## config.mk

```make
export PLATFORM = sky130hd
export DESIGN_NAME = rc_channel_unpack_to_pulse_core
export DESIGN_NICKNAME = d
export VERILOG_FILES = /design/src/design/rcup_pkg.sv /design/src/design/rcup_unpacker.sv /design/src/design/rc_channel_unpack_to_pulse_core.sv
export SDC_FILE = /design/constraint.sdc
export NUM_CORES = 1
export LEC_CHECK = 0
export ABC_AREA = 0
export BUFFER_PORTS_ARGS = -buffer_cell sky130_fd_sc_hd__buf_2
export CORE_MARGIN = 5
export CORE_UTILIZATION = 61
export CTS_BUF_LIST = sky130_fd_sc_hd__clkbuf_4 sky130_fd_sc_hd__clkbuf_8
export CTS_CLUSTER_SIZE = 24
export DETAILED_ROUTE_END_ITERATION = 16
export PLACE_DENSITY = 0.95
export SYNTH_ARGS = -nofsm -noshare
export SYNTH_HDL_FRONTEND = slang
export SYNTH_SLANG_ARGS = --single-unit
```

## constraint.sdc

```tcl
create_clock -name clk_i -period 8.5 [get_ports clk_i]
set_input_delay 0.85 -clock clk_i [delete_from_list [all_inputs] [get_ports clk_i]]
set_output_delay 0.85 -clock clk_i [all_outputs]
set_load 0.01 [all_outputs]
```

## src/design/rcup_pkg.sv

```systemverilog
// rcup_pkg: shared constants, result type and raw-to-pulse conversion
// for the RC channel unpacker. No dependencies.
`default_nettype none

package rcup_pkg;

  // Channel value geometry
  localparam int unsigned RAW_BITS   = 11;
  localparam int unsigned BYTE_BITS  = 8;
  // Bits held between bytes never exceed RAW_BITS - 1
  localparam int unsigned HOLD_BITS  = RAW_BITS - 1;
  localparam int unsigned HOLD_CNT_W = 4;
  localparam int unsigned ACC_W      = HOLD_BITS + BYTE_BITS;
  localparam int unsigned IDX_W      = 3;
  localparam int unsigned PULSE_W    = 12;

  localparam logic [RAW_BITS-1:0]   RawMask     = 11'h7FF;
  localparam logic signed [11:0]    RawCenter   = 12'sd992;
  localparam logic signed [13:0]    PulseCenter = 14'sd1500;

  // One decoded channel
  typedef struct packed {
    logic                  last_channel;
    logic [PULSE_W-1:0]    pulse_us;
    logic [RAW_BITS-1:0]   raw_value;
    logic [IDX_W-1:0]      channel_index;
  } rcup_result_t;

  // (raw - 992) * 5 / 8 + 1500, division truncating toward zero
  function automatic logic [PULSE_W-1:0] raw_to_pulse(input logic [RAW_BITS-1:0] raw);
    logic signed [11:0] diff;
    logic signed [13:0] prod;
    logic signed [13:0] quot;
    diff = $signed({1'b0, raw}) - RawCenter;
    prod = (14'(diff) <<< 2) + 14'(diff);
    // bias negative values so the shift rounds toward zero
    if (prod[13]) begin
      quot = (prod + 14'sd7) >>> 3;
    end else begin
      quot = prod >>> 3;
    end
    return PULSE_W'(quot + PulseCenter);
  endfunction

endpackage

`default_nettype wire

```

## src/design/rcup_unpacker.sv

```systemverilog
// rcup_unpacker: bit accumulator, bit count and channel count, plus the
// per-byte unpack step. Depends on rcup_pkg.
`default_nettype none

module rcup_unpacker #(
  parameter int unsigned CHANNEL_COUNT = 8
) (
  input  wire logic                   clk_i,
  input  wire logic                   rst_ni,
  input  wire logic                   take_i,
  input  wire logic [7:0]             payload_byte_i,
  input  wire logic                   frame_first_i,
  output logic                        emit_o,
  output rcup_pkg::rcup_result_t      result_o
);
  import rcup_pkg::*;

  localparam int unsigned CNT_W = $clog2(CHANNEL_COUNT + 1);

  logic [HOLD_BITS-1:0]  acc_q, acc_d;
  logic [HOLD_CNT_W-1:0] held_q, held_d;
  logic [CNT_W-1:0]      cnt_q, cnt_d;

  logic [HOLD_BITS-1:0]  acc_base;
  logic [HOLD_CNT_W-1:0] held_base;
  logic [CNT_W-1:0]      cnt_base;
  logic [ACC_W-1:0]      acc_new;
  logic [HOLD_CNT_W:0]   held_sum;
  logic                  frame_done;
  logic [CNT_W+IDX_W-1:0] cnt_ext;
  logic [RAW_BITS-1:0]   raw;

  // First byte of a frame starts from a cleared state
  always_comb begin
    acc_base  = frame_first_i ? '0 : acc_q;
    held_base = frame_first_i ? '0 : held_q;
    cnt_base  = frame_first_i ? '0 : cnt_q;
  end

  // Append byte above the held bits
  assign acc_new    = ACC_W'(acc_base) | (ACC_W'(payload_byte_i) << held_base);
  assign held_sum   = (HOLD_CNT_W + 1)'(held_base) + (HOLD_CNT_W + 1)'(BYTE_BITS);
  assign frame_done = (cnt_base >= CNT_W'(CHANNEL_COUNT));
  assign emit_o     = !frame_done && (held_sum >= (HOLD_CNT_W + 1)'(RAW_BITS));
  assign raw        = acc_new[RAW_BITS-1:0] & RawMask;
  assign cnt_ext    = (CNT_W + IDX_W)'(cnt_base);

  // Result word
  always_comb begin
    result_o.channel_index = cnt_ext[IDX_W-1:0];
    result_o.raw_value     = raw;
    result_o.pulse_us      = raw_to_pulse(raw);
    result_o.last_channel  = (cnt_base == CNT_W'(CHANNEL_COUNT - 1));
  end

  // Next state
  always_comb begin
    if (frame_done) begin
      acc_d  = acc_base;
      held_d = held_base;
      cnt_d  = cnt_base;
    end else if (emit_o) begin
      acc_d  = HOLD_BITS'(acc_new >> RAW_BITS);
      held_d = HOLD_CNT_W'(held_sum - (HOLD_CNT_W + 1)'(RAW_BITS));
      cnt_d  = cnt_base + CNT_W'(1);
    end else begin
      acc_d  = HOLD_BITS'(acc_new);
      held_d = HOLD_CNT_W'(held_sum);
      cnt_d  = cnt_base;
    end
  end

  always_ff @(posedge clk_i or negedge rst_ni) begin
    if (!rst_ni) begin
      acc_q  <= '0;
      held_q <= '0;
      cnt_q  <= '0;
    end else if (take_i) begin
      acc_q  <= acc_d;
      held_q <= held_d;
      cnt_q  <= cnt_d;
    end
  end

endmodule

`default_nettype wire

```

## src/design/rc_channel_unpack_to_pulse_core.sv

```systemverilog
// rc_channel_unpack_to_pulse_core: top level of the RC channel unpacker.
// Depends on rcup_pkg and rcup_unpacker.
//
//  Channel | Dir | tdata (low bit up)                          | tuser       | tlast
//  s_axis  | in  | payload_byte[7:0]                           | frame_first | -
//  m_axis  | out | channel_index[2:0] raw_value[13:3]          | -           | last_channel
//          |     | pulse_us[25:14], zero pad [31:26]           |             |
//
// One byte per cycle sustained while the output is not stalled; a byte passes
// the input register, then the result register after the unpack step.
// A byte that completes no channel only updates the bit accumulator and bit count.
// Reset clears both valid flags and the accumulator, bit and channel counts.
// Output stall holds the result register; the input register keeps taking
// bytes until it is full and cannot advance.
`default_nettype none

module rc_channel_unpack_to_pulse_core #(
  parameter int unsigned CHANNEL_COUNT = 8
) (
  input  wire logic        clk_i,
  input  wire logic        rst_ni,
  input  wire logic        s_axis_tvalid,
  output logic             s_axis_tready,
  input  wire logic [7:0]  s_axis_tdata,  // payload_byte[7:0]
  input  wire logic        s_axis_tuser,  // frame_first
  output logic             m_axis_tvalid,
  input  wire logic        m_axis_tready,
  output logic [31:0]      m_axis_tdata,  // channel_index, raw_value, pulse_us, pad
  output logic             m_axis_tlast   // last_channel
);
  import rcup_pkg::*;

  logic         in_valid_q;
  logic [7:0]   in_byte_q;
  logic         in_first_q;
  logic         out_valid_q;
  rcup_result_t out_q;

  logic         advance;
  logic         emit;
  rcup_result_t result;

  // Input word moves on when the result register is free or draining
  assign advance       = in_valid_q && (!out_valid_q || m_axis_tready);
  assign s_axis_tready = !in_valid_q || advance;

  // Input register
  always_ff @(posedge clk_i or negedge rst_ni) begin
    if (!rst_ni) begin
      in_valid_q <= 1'b0;
    end else if (s_axis_tready) begin
      in_valid_q <= s_axis_tvalid;
    end
  end

  always_ff @(posedge clk_i) begin
    if (s_axis_tready && s_axis_tvalid) begin
      in_byte_q  <= s_axis_tdata;
      in_first_q <= s_axis_tuser;
    end
  end

  rcup_unpacker #(
    .CHANNEL_COUNT(CHANNEL_COUNT)
  ) u_unpacker (
    .clk_i         (clk_i),
    .rst_ni        (rst_ni),
    .take_i        (advance),
    .payload_byte_i(in_byte_q),
    .frame_first_i (in_first_q),
    .emit_o        (emit),
    .result_o      (result)
  );

  // Result register
  always_ff @(posedge clk_i or negedge rst_ni) begin
    if (!rst_ni) begin
      out_valid_q <= 1'b0;
    end else if (advance) begin
      out_valid_q <= emit;
    end else if (m_axis_tready) begin
      out_valid_q <= 1'b0;
    end
  end

  always_ff @(posedge clk_i) begin
    if (advance && emit) begin
      out_q <= result;
    end
  end

  assign m_axis_tvalid = out_valid_q;
  assign m_axis_tdata  = {6'd0, out_q.pulse_us, out_q.raw_value, out_q.channel_index};
  assign m_axis_tlast  = out_q.last_channel;

endmodule

`default_nettype wire

```

# --- Word level (Yosys, flattened, before mapping) ---
# Index checks and enable logic that the tools add are counted.
word_totals:
  ff_bits: 56
  output_inout_bits: 35
  inputBits: 13
  ramBits: 0
  n_memories: 0
  elab_cells: 45
  latch_bits: 0
  romBits: 0
classes:
  add_sub_neg: 7
  magnitude_cmp: 2
  n_mux: 12
  n_reduce_logical: 10
  multipliers: 0
  n_eq_ne: 1
  div: 0
  bitwise_logic: 1
  shifts: 1
op_table:
  columns: ["op", "n"]
  rows:
  - ["two-way mux 10 bit", 3]
  - ["two-way mux 4 bit", 6]
  - ["OR 10 x 18 -> 18 bit", 1]
  - ["left shift 8 x 4 -> 18 bit", 1]
  - ["adder 14 x 12 -> 14 bit", 1]
  - ["adder 14 x 4 -> 14 bit, second input constant", 1]
  - ["adder 12 bit, second input constant", 1]
  - ["two-way mux 12 bit", 1]
  - ["subtractor 11 x 10 -> 12 bit, second input constant", 1]
  - ["adder 4 x 4 -> 5 bit, second input constant", 1]
  - ["greater-or-equal comparator 5 x 4 -> 1 bit, second input constant", 1]
  - ["adder 4 x 1 -> 4 bit, second input constant", 1]
  - ["equality test 4 x 3 -> 1 bit, second input constant", 1]
  - ["greater-or-equal comparator 4 bit, second input constant", 1]
  - ["logical AND 1 bit", 4]
  - ["subtractor 4 bit, second input constant", 1]
  - ["logical NOT 1 bit", 3]
  - ["logical OR 1 bit", 2]
  - ["two-way mux 1 bit", 2]
  - ["nonzero test 2 bit", 1]

# --- Longest topological paths before layout ---
depth:
  word_depth: 8
  depth_mapped: 23
  depth_no_buf: 21

# --- By module ---
# A second synthesis with hierarchy kept.
unflattened:
  hier_cells: 392
  hier_area_um2: 4018.9
by_module_without_submodules:
  columns: ["mod", "area_per_inst_um2", "cells_per_inst", "n_inst"]
  rows:
  - ["rcup_unpacker", 2780.2, 339, 1]
  - ["rc_channel_unpack_to_pulse_core", 1238.7, 53, 1]

# --- Least setup slack after synthesis ---
# Ideal clock, no wire load.
synth_path:
  path_kind: "register to register"
  startpoint: "register u_unpacker.held_q[1]"
  endpoint: "register out_q (netlist bit m_axis_tdata[23]), data pin"
  stages_incl_launch_ff: 17
  slack_ns: 3.819
  period_less_slack_ns: 4.681
  arrival_time_ns: 4.420
  setup_time_ns: 0.261
  n_path_buf: 2
  required_time_ns: 8.239
  cell_sequence: "dfrtp_1 buf_2 nand2b_1 clkbuf_1 mux4_2 mux2i_1 o22ai_1 and3_1 xor2_1 ha_1 a211o_2 o21a_1 o311a_1 or4_1 or3_4 xnor2_2 xnor2_1"
synth_lines:
  columns: ["element", "line", "text"]
  rows:
  - ["start, declared", "rcup_unpacker.sv:21", "logic [HOLD_CNT_W-1:0] held_q, held_d;"]
  - ["start signal, assigned", "rcup_unpacker.sv:80", "held_q <= held_d;"]
  - ["end signal, assigned", "rc_channel_unpack_to_pulse_core.sv:88", "out_q <= result;"]
  - ["end, declared", "rc_channel_unpack_to_pulse_core.sv:37", "rcup_result_t out_q;"]

==> results.md <==
- Routing usage on met2: a little under two fifths
- Remaining antenna violation count: 0
- Critical Path Most Common Cell: sky130_fd_sc_hd__ha_1
- Quantity of gates resized following cts: 0
- Cell accounting for the most synthesized area: sky130_fd_sc_hd__edfxtp_1
- Slew of the pin with the lowest slew margin: between 1 and 1.5 ns
- Detailed placer's ending HPWL: just under 6000 um
- Violation count after the first detailed-routing iteration: 302
- Final count of negative-setup-slack endpoints: 0
- Data arrival time of the critical path: 5.80 ns
- Final Routed Wirelength: 7640 um
- Maxcap violations: 0
- Chip height: around 86 um
- Series of cell instances along the critical path: nand2b_1, mux4_2, mux2i_1, o22ai_1, ha_1, nand3_1, xnor2_1, ha_1, nand4_1, nor2_1, a221oi_1, a211oi_1, nand2_1, xor2_1, ha_1, nor2_1, o211ai_1, nand3b_1, a21oi_1, a31oi_1
- Final TNS setup: 0 ns
- GR peak layer: met2
- Standard-cell rows: 27
- EDFF count, synth: 36
- Max H-tree Level: 2
- Number of nets at the end of the flow: 425
- Pin count of the biggest net entering global routing: 29
- Achievable Freq: 174 MHz
- Post-synth top area share: 30.4%
- Async set or reset register ratio after synthesis: between 30% and 40%
- Cell count after synthesis: 360
- Starting density of the core: 63.7%
- Maximum clock path buffer count: 2
- Number of storage elements in the synthesis netlist: 56
- Combined flip-flop and latch cell area: roughly 1600 um2
- Synth top cells by count: sky130_fd_sc_hd__nand2_1, sky130_fd_sc_hd__edfxtp_1, sky130_fd_sc_hd__nor2_1
- Clock Sink Count: 56
- Wire length of the first global-routing pass: about 13000 um
- Data required time at the worst endpoint: 8.55 ns
- Slew Limit Headroom: between 20 and 30%
- Via density per instance: 6.19
- Diodes inserted: 0
- Number of global-route vias before repair: roughly 2800
- DR vias: 2908
- Type of element capturing the critical path: flip-flop
- GR Util All Layers: between 20% and 30%
- Fill cells: 412
- Slowest cell on the critical path: sky130_fd_sc_hd__edfxtp_1
- Share of the yosys chip area belonging to registers: 44.5%
- Total count of hold-check failures in the final report: 0
- Final period util: between 60% and 70%
- TritonCTS clock tree: yes
- Number of slew-limit violations in the final report: 0
- Ranking of synthesized cells by area: sky130_fd_sc_hd__edfxtp_1, sky130_fd_sc_hd__dfrtp_1, sky130_fd_sc_hd__ha_1
- Number of hold-repair buffers added at the cts stage: 0
- Worst hold-check path type: input port to async pin
- CTS buffer count: 5
- Average detailed-routed wire length per instance: 16.3 um
- Distinct cell type count of the synthesized netlist: 61
- Biggest cell delay along the critical path: 0.86 ns
- Number of warnings printed during yosys synthesis: 0
- Fraction of layout instances using a drive strength above 1: between 15 and 20%
- Post-layout min period: 5.75 ns
- Latest clock arrival within the worst-skew pair: 0.32 ns
- Multi-input gate area: approximately 1800 um2
- Layout area overhead: 8.77%
- Initial antenna violation count: 0
- Clock slew seen by the registers of the worst setup and hold paths: 0.10 ns
- Crit-path leading delay family: compound AO/OA/AOI/OAI gates
- CP Launch Type: flip-flop
- Setup clock skew after layout: 0.0117 ns
- Result of the run: finished, final reports clean
- Max FO, Critical Path: 24
- Leading cell type by number of instances after synthesis: sky130_fd_sc_hd__nand2_1
- RSZ-0062 raised after global routing: false
- DRC errors left: 0
- I/O Buffers: 41
- Post-synthesis average cell area: 9.87 um2
- Iteration count of the initial detailed-routing pass: 5
- Post-Synthesis Cell Area: approximately 3600 um2
- Root Buffer: sky130_fd_sc_hd__clkbuf_8
- Area of the die: approximately 7500 um2
- Setup CP Type: flip-flop to flip-flop
- Die boundary width: between 80 and 90 um
- Number of buffer and inverter instances along the worst setup path: 0
- Met3 Use GR: 4.28%
- GR Layer Usage met1: 24.6%
- Setup repair bufs after CTS: 0
- Most used flip-flop cell after synthesis: sky130_fd_sc_hd__edfxtp_1
- Core outline area: 5570 um2
- Final estimated routing congestion in global placement: ~1.0
- I/O Pins: 48
- Total gr overflow: 0
## worst reg2reg max path, stage by stage, from the launching register on
cell,delay [ns]
sky130_fd_sc_hd__edfxtp_1,0.86
sky130_fd_sc_hd__nand2b_1,0.49
sky130_fd_sc_hd__mux4_2,0.58
sky130_fd_sc_hd__mux2i_1,0.20
sky130_fd_sc_hd__o22ai_1,0.20
sky130_fd_sc_hd__ha_1,0.32
sky130_fd_sc_hd__nand3_1,0.09
sky130_fd_sc_hd__xnor2_1,0.11
sky130_fd_sc_hd__ha_1,0.41
sky130_fd_sc_hd__nand4_1,0.14
sky130_fd_sc_hd__nor2_1,0.15
sky130_fd_sc_hd__a221oi_1,0.12
sky130_fd_sc_hd__a211oi_1,0.49
sky130_fd_sc_hd__nand2_1,0.13
sky130_fd_sc_hd__xor2_1,0.19
sky130_fd_sc_hd__ha_1,0.24
sky130_fd_sc_hd__nor2_1,0.07
sky130_fd_sc_hd__o211ai_1,0.26
sky130_fd_sc_hd__nand3b_1,0.18
sky130_fd_sc_hd__a21oi_1,0.20
sky130_fd_sc_hd__a31oi_1,0.06
## cell families (layout without fill, tap and decap cells)
kind of cell / count (synthesis) / after routing / synth area share [%]
buffers and inverters: 34 / 67 / 4.51
AOI/OAI and AO/OA: 95 / 95 / 16.8
adders and majority gates: 15 / 15 / 5.49
DFF: 56 / 56 / 44.5
and+or+nand+nor: 120 / 120 / 16.9
xor gates and xnor gates: 20 / 20 / 5.14
other: 1 / 6 / 0.106
muxes: 19 / 19 / 6.48
## layout by cell type (no fill, tap or decap), drive strengths merged, types with 4 or more instances in the layout
| cell | n |
|---|---|
| nor2 | 27 |
| a31oi | 5 |
| a21o | 4 |
| inv | 18 |
| xor2 | 7 |
| or3 | 4 |
| clkbuf | 5 |
| a211oi | 4 |
| edfxtp | 36 |
| dfrtp | 20 |
| nand2b | 9 |
| buf | 41 |
| o22ai | 7 |
| nand3 | 10 |
| nor2b | 6 |
| mux2i | 14 |
| xnor2 | 13 |
| ha | 14 |
| nand2 | 38 |
| and2 | 6 |
| conb | 6 |
| o21ai | 27 |
| nand3b | 4 |
| a21oi | 26 |
## sequential cells by signal (all words and copies together) (netlist names)
signal / count
m_axis_tdata: 26
u_unpacker.acc_q: 10
in_byte_q: 8
u_unpacker.cnt_q: 4
u_unpacker.held_q: 4
in_first_q: 1
in_valid_q: 1
m_axis_tlast: 1
m_axis_tvalid: 1
## per-stage QoR
step / hold WS, ns / std cells / cell area (um2) / setup WS (ns) / util, %
after detailed placement: 0.478 / 462 / 3770 / 2.83 / 67.7
final: 0.466 / 470 / 3860 / 2.75 / 69.3
after floorplan: 0.449 / 365 / 3570 / 3.82 / -
after global placement: 0.467 / 462 / 3770 / 3.03 / 67.7
after CTS: 0.481 / 470 / 3860 / 2.82 / 69.3
after global routing: 0.492 / 470 / 3860 / 2.26 / 69.3
## area by class of cell
cell class,instances,area share (%)
Clock buffer,5,1.78
Sequential cell,56,40.9
Timing Repair Buffer,41,5.31
Multi-Input combinational cell,275,47.4
Tap cell,72,2.33
Inverter,18,1.75
Clock inverter,3,0.550
## routing by layer
metal	wire length [um]	share of wire, %
met1	2970	39
met2	3790	50
met3	667	8.7
met4	214	2.8
met5	0	0
## final timing paths
kind | from | end | slack [ns] | cells past startpoint
worst min register to register | u_unpacker.acc_q[1]$_DFFE_PN0P_ | u_unpacker.acc_q[1]$_DFFE_PN0P_ | 0.49 | 2
max in group asynchronous | rst_ni | u_unpacker.acc_q[3]$_DFFE_PN0P_ | 7.70 | 1
worst min-delay path | rst_ni | u_unpacker.cnt_q[1]$_DFFE_PN0P_ | 0.47 | 1
worst max register to register | in_first_q$_DFFE_PP_ | m_axis_tdata[24]$_DFFE_PP_ | 2.75 | 20
min in group clk_i | u_unpacker.acc_q[1]$_DFFE_PN0P_ | u_unpacker.acc_q[1]$_DFFE_PN0P_ | 0.49 | 2
worst max-delay path | in_first_q$_DFFE_PP_ | m_axis_tdata[24]$_DFFE_PP_ | 2.75 | 20
Power is left out: the tool's default activity adds up to more than one toggle a clock period on the data nets, which glitch-free logic cannot reach.
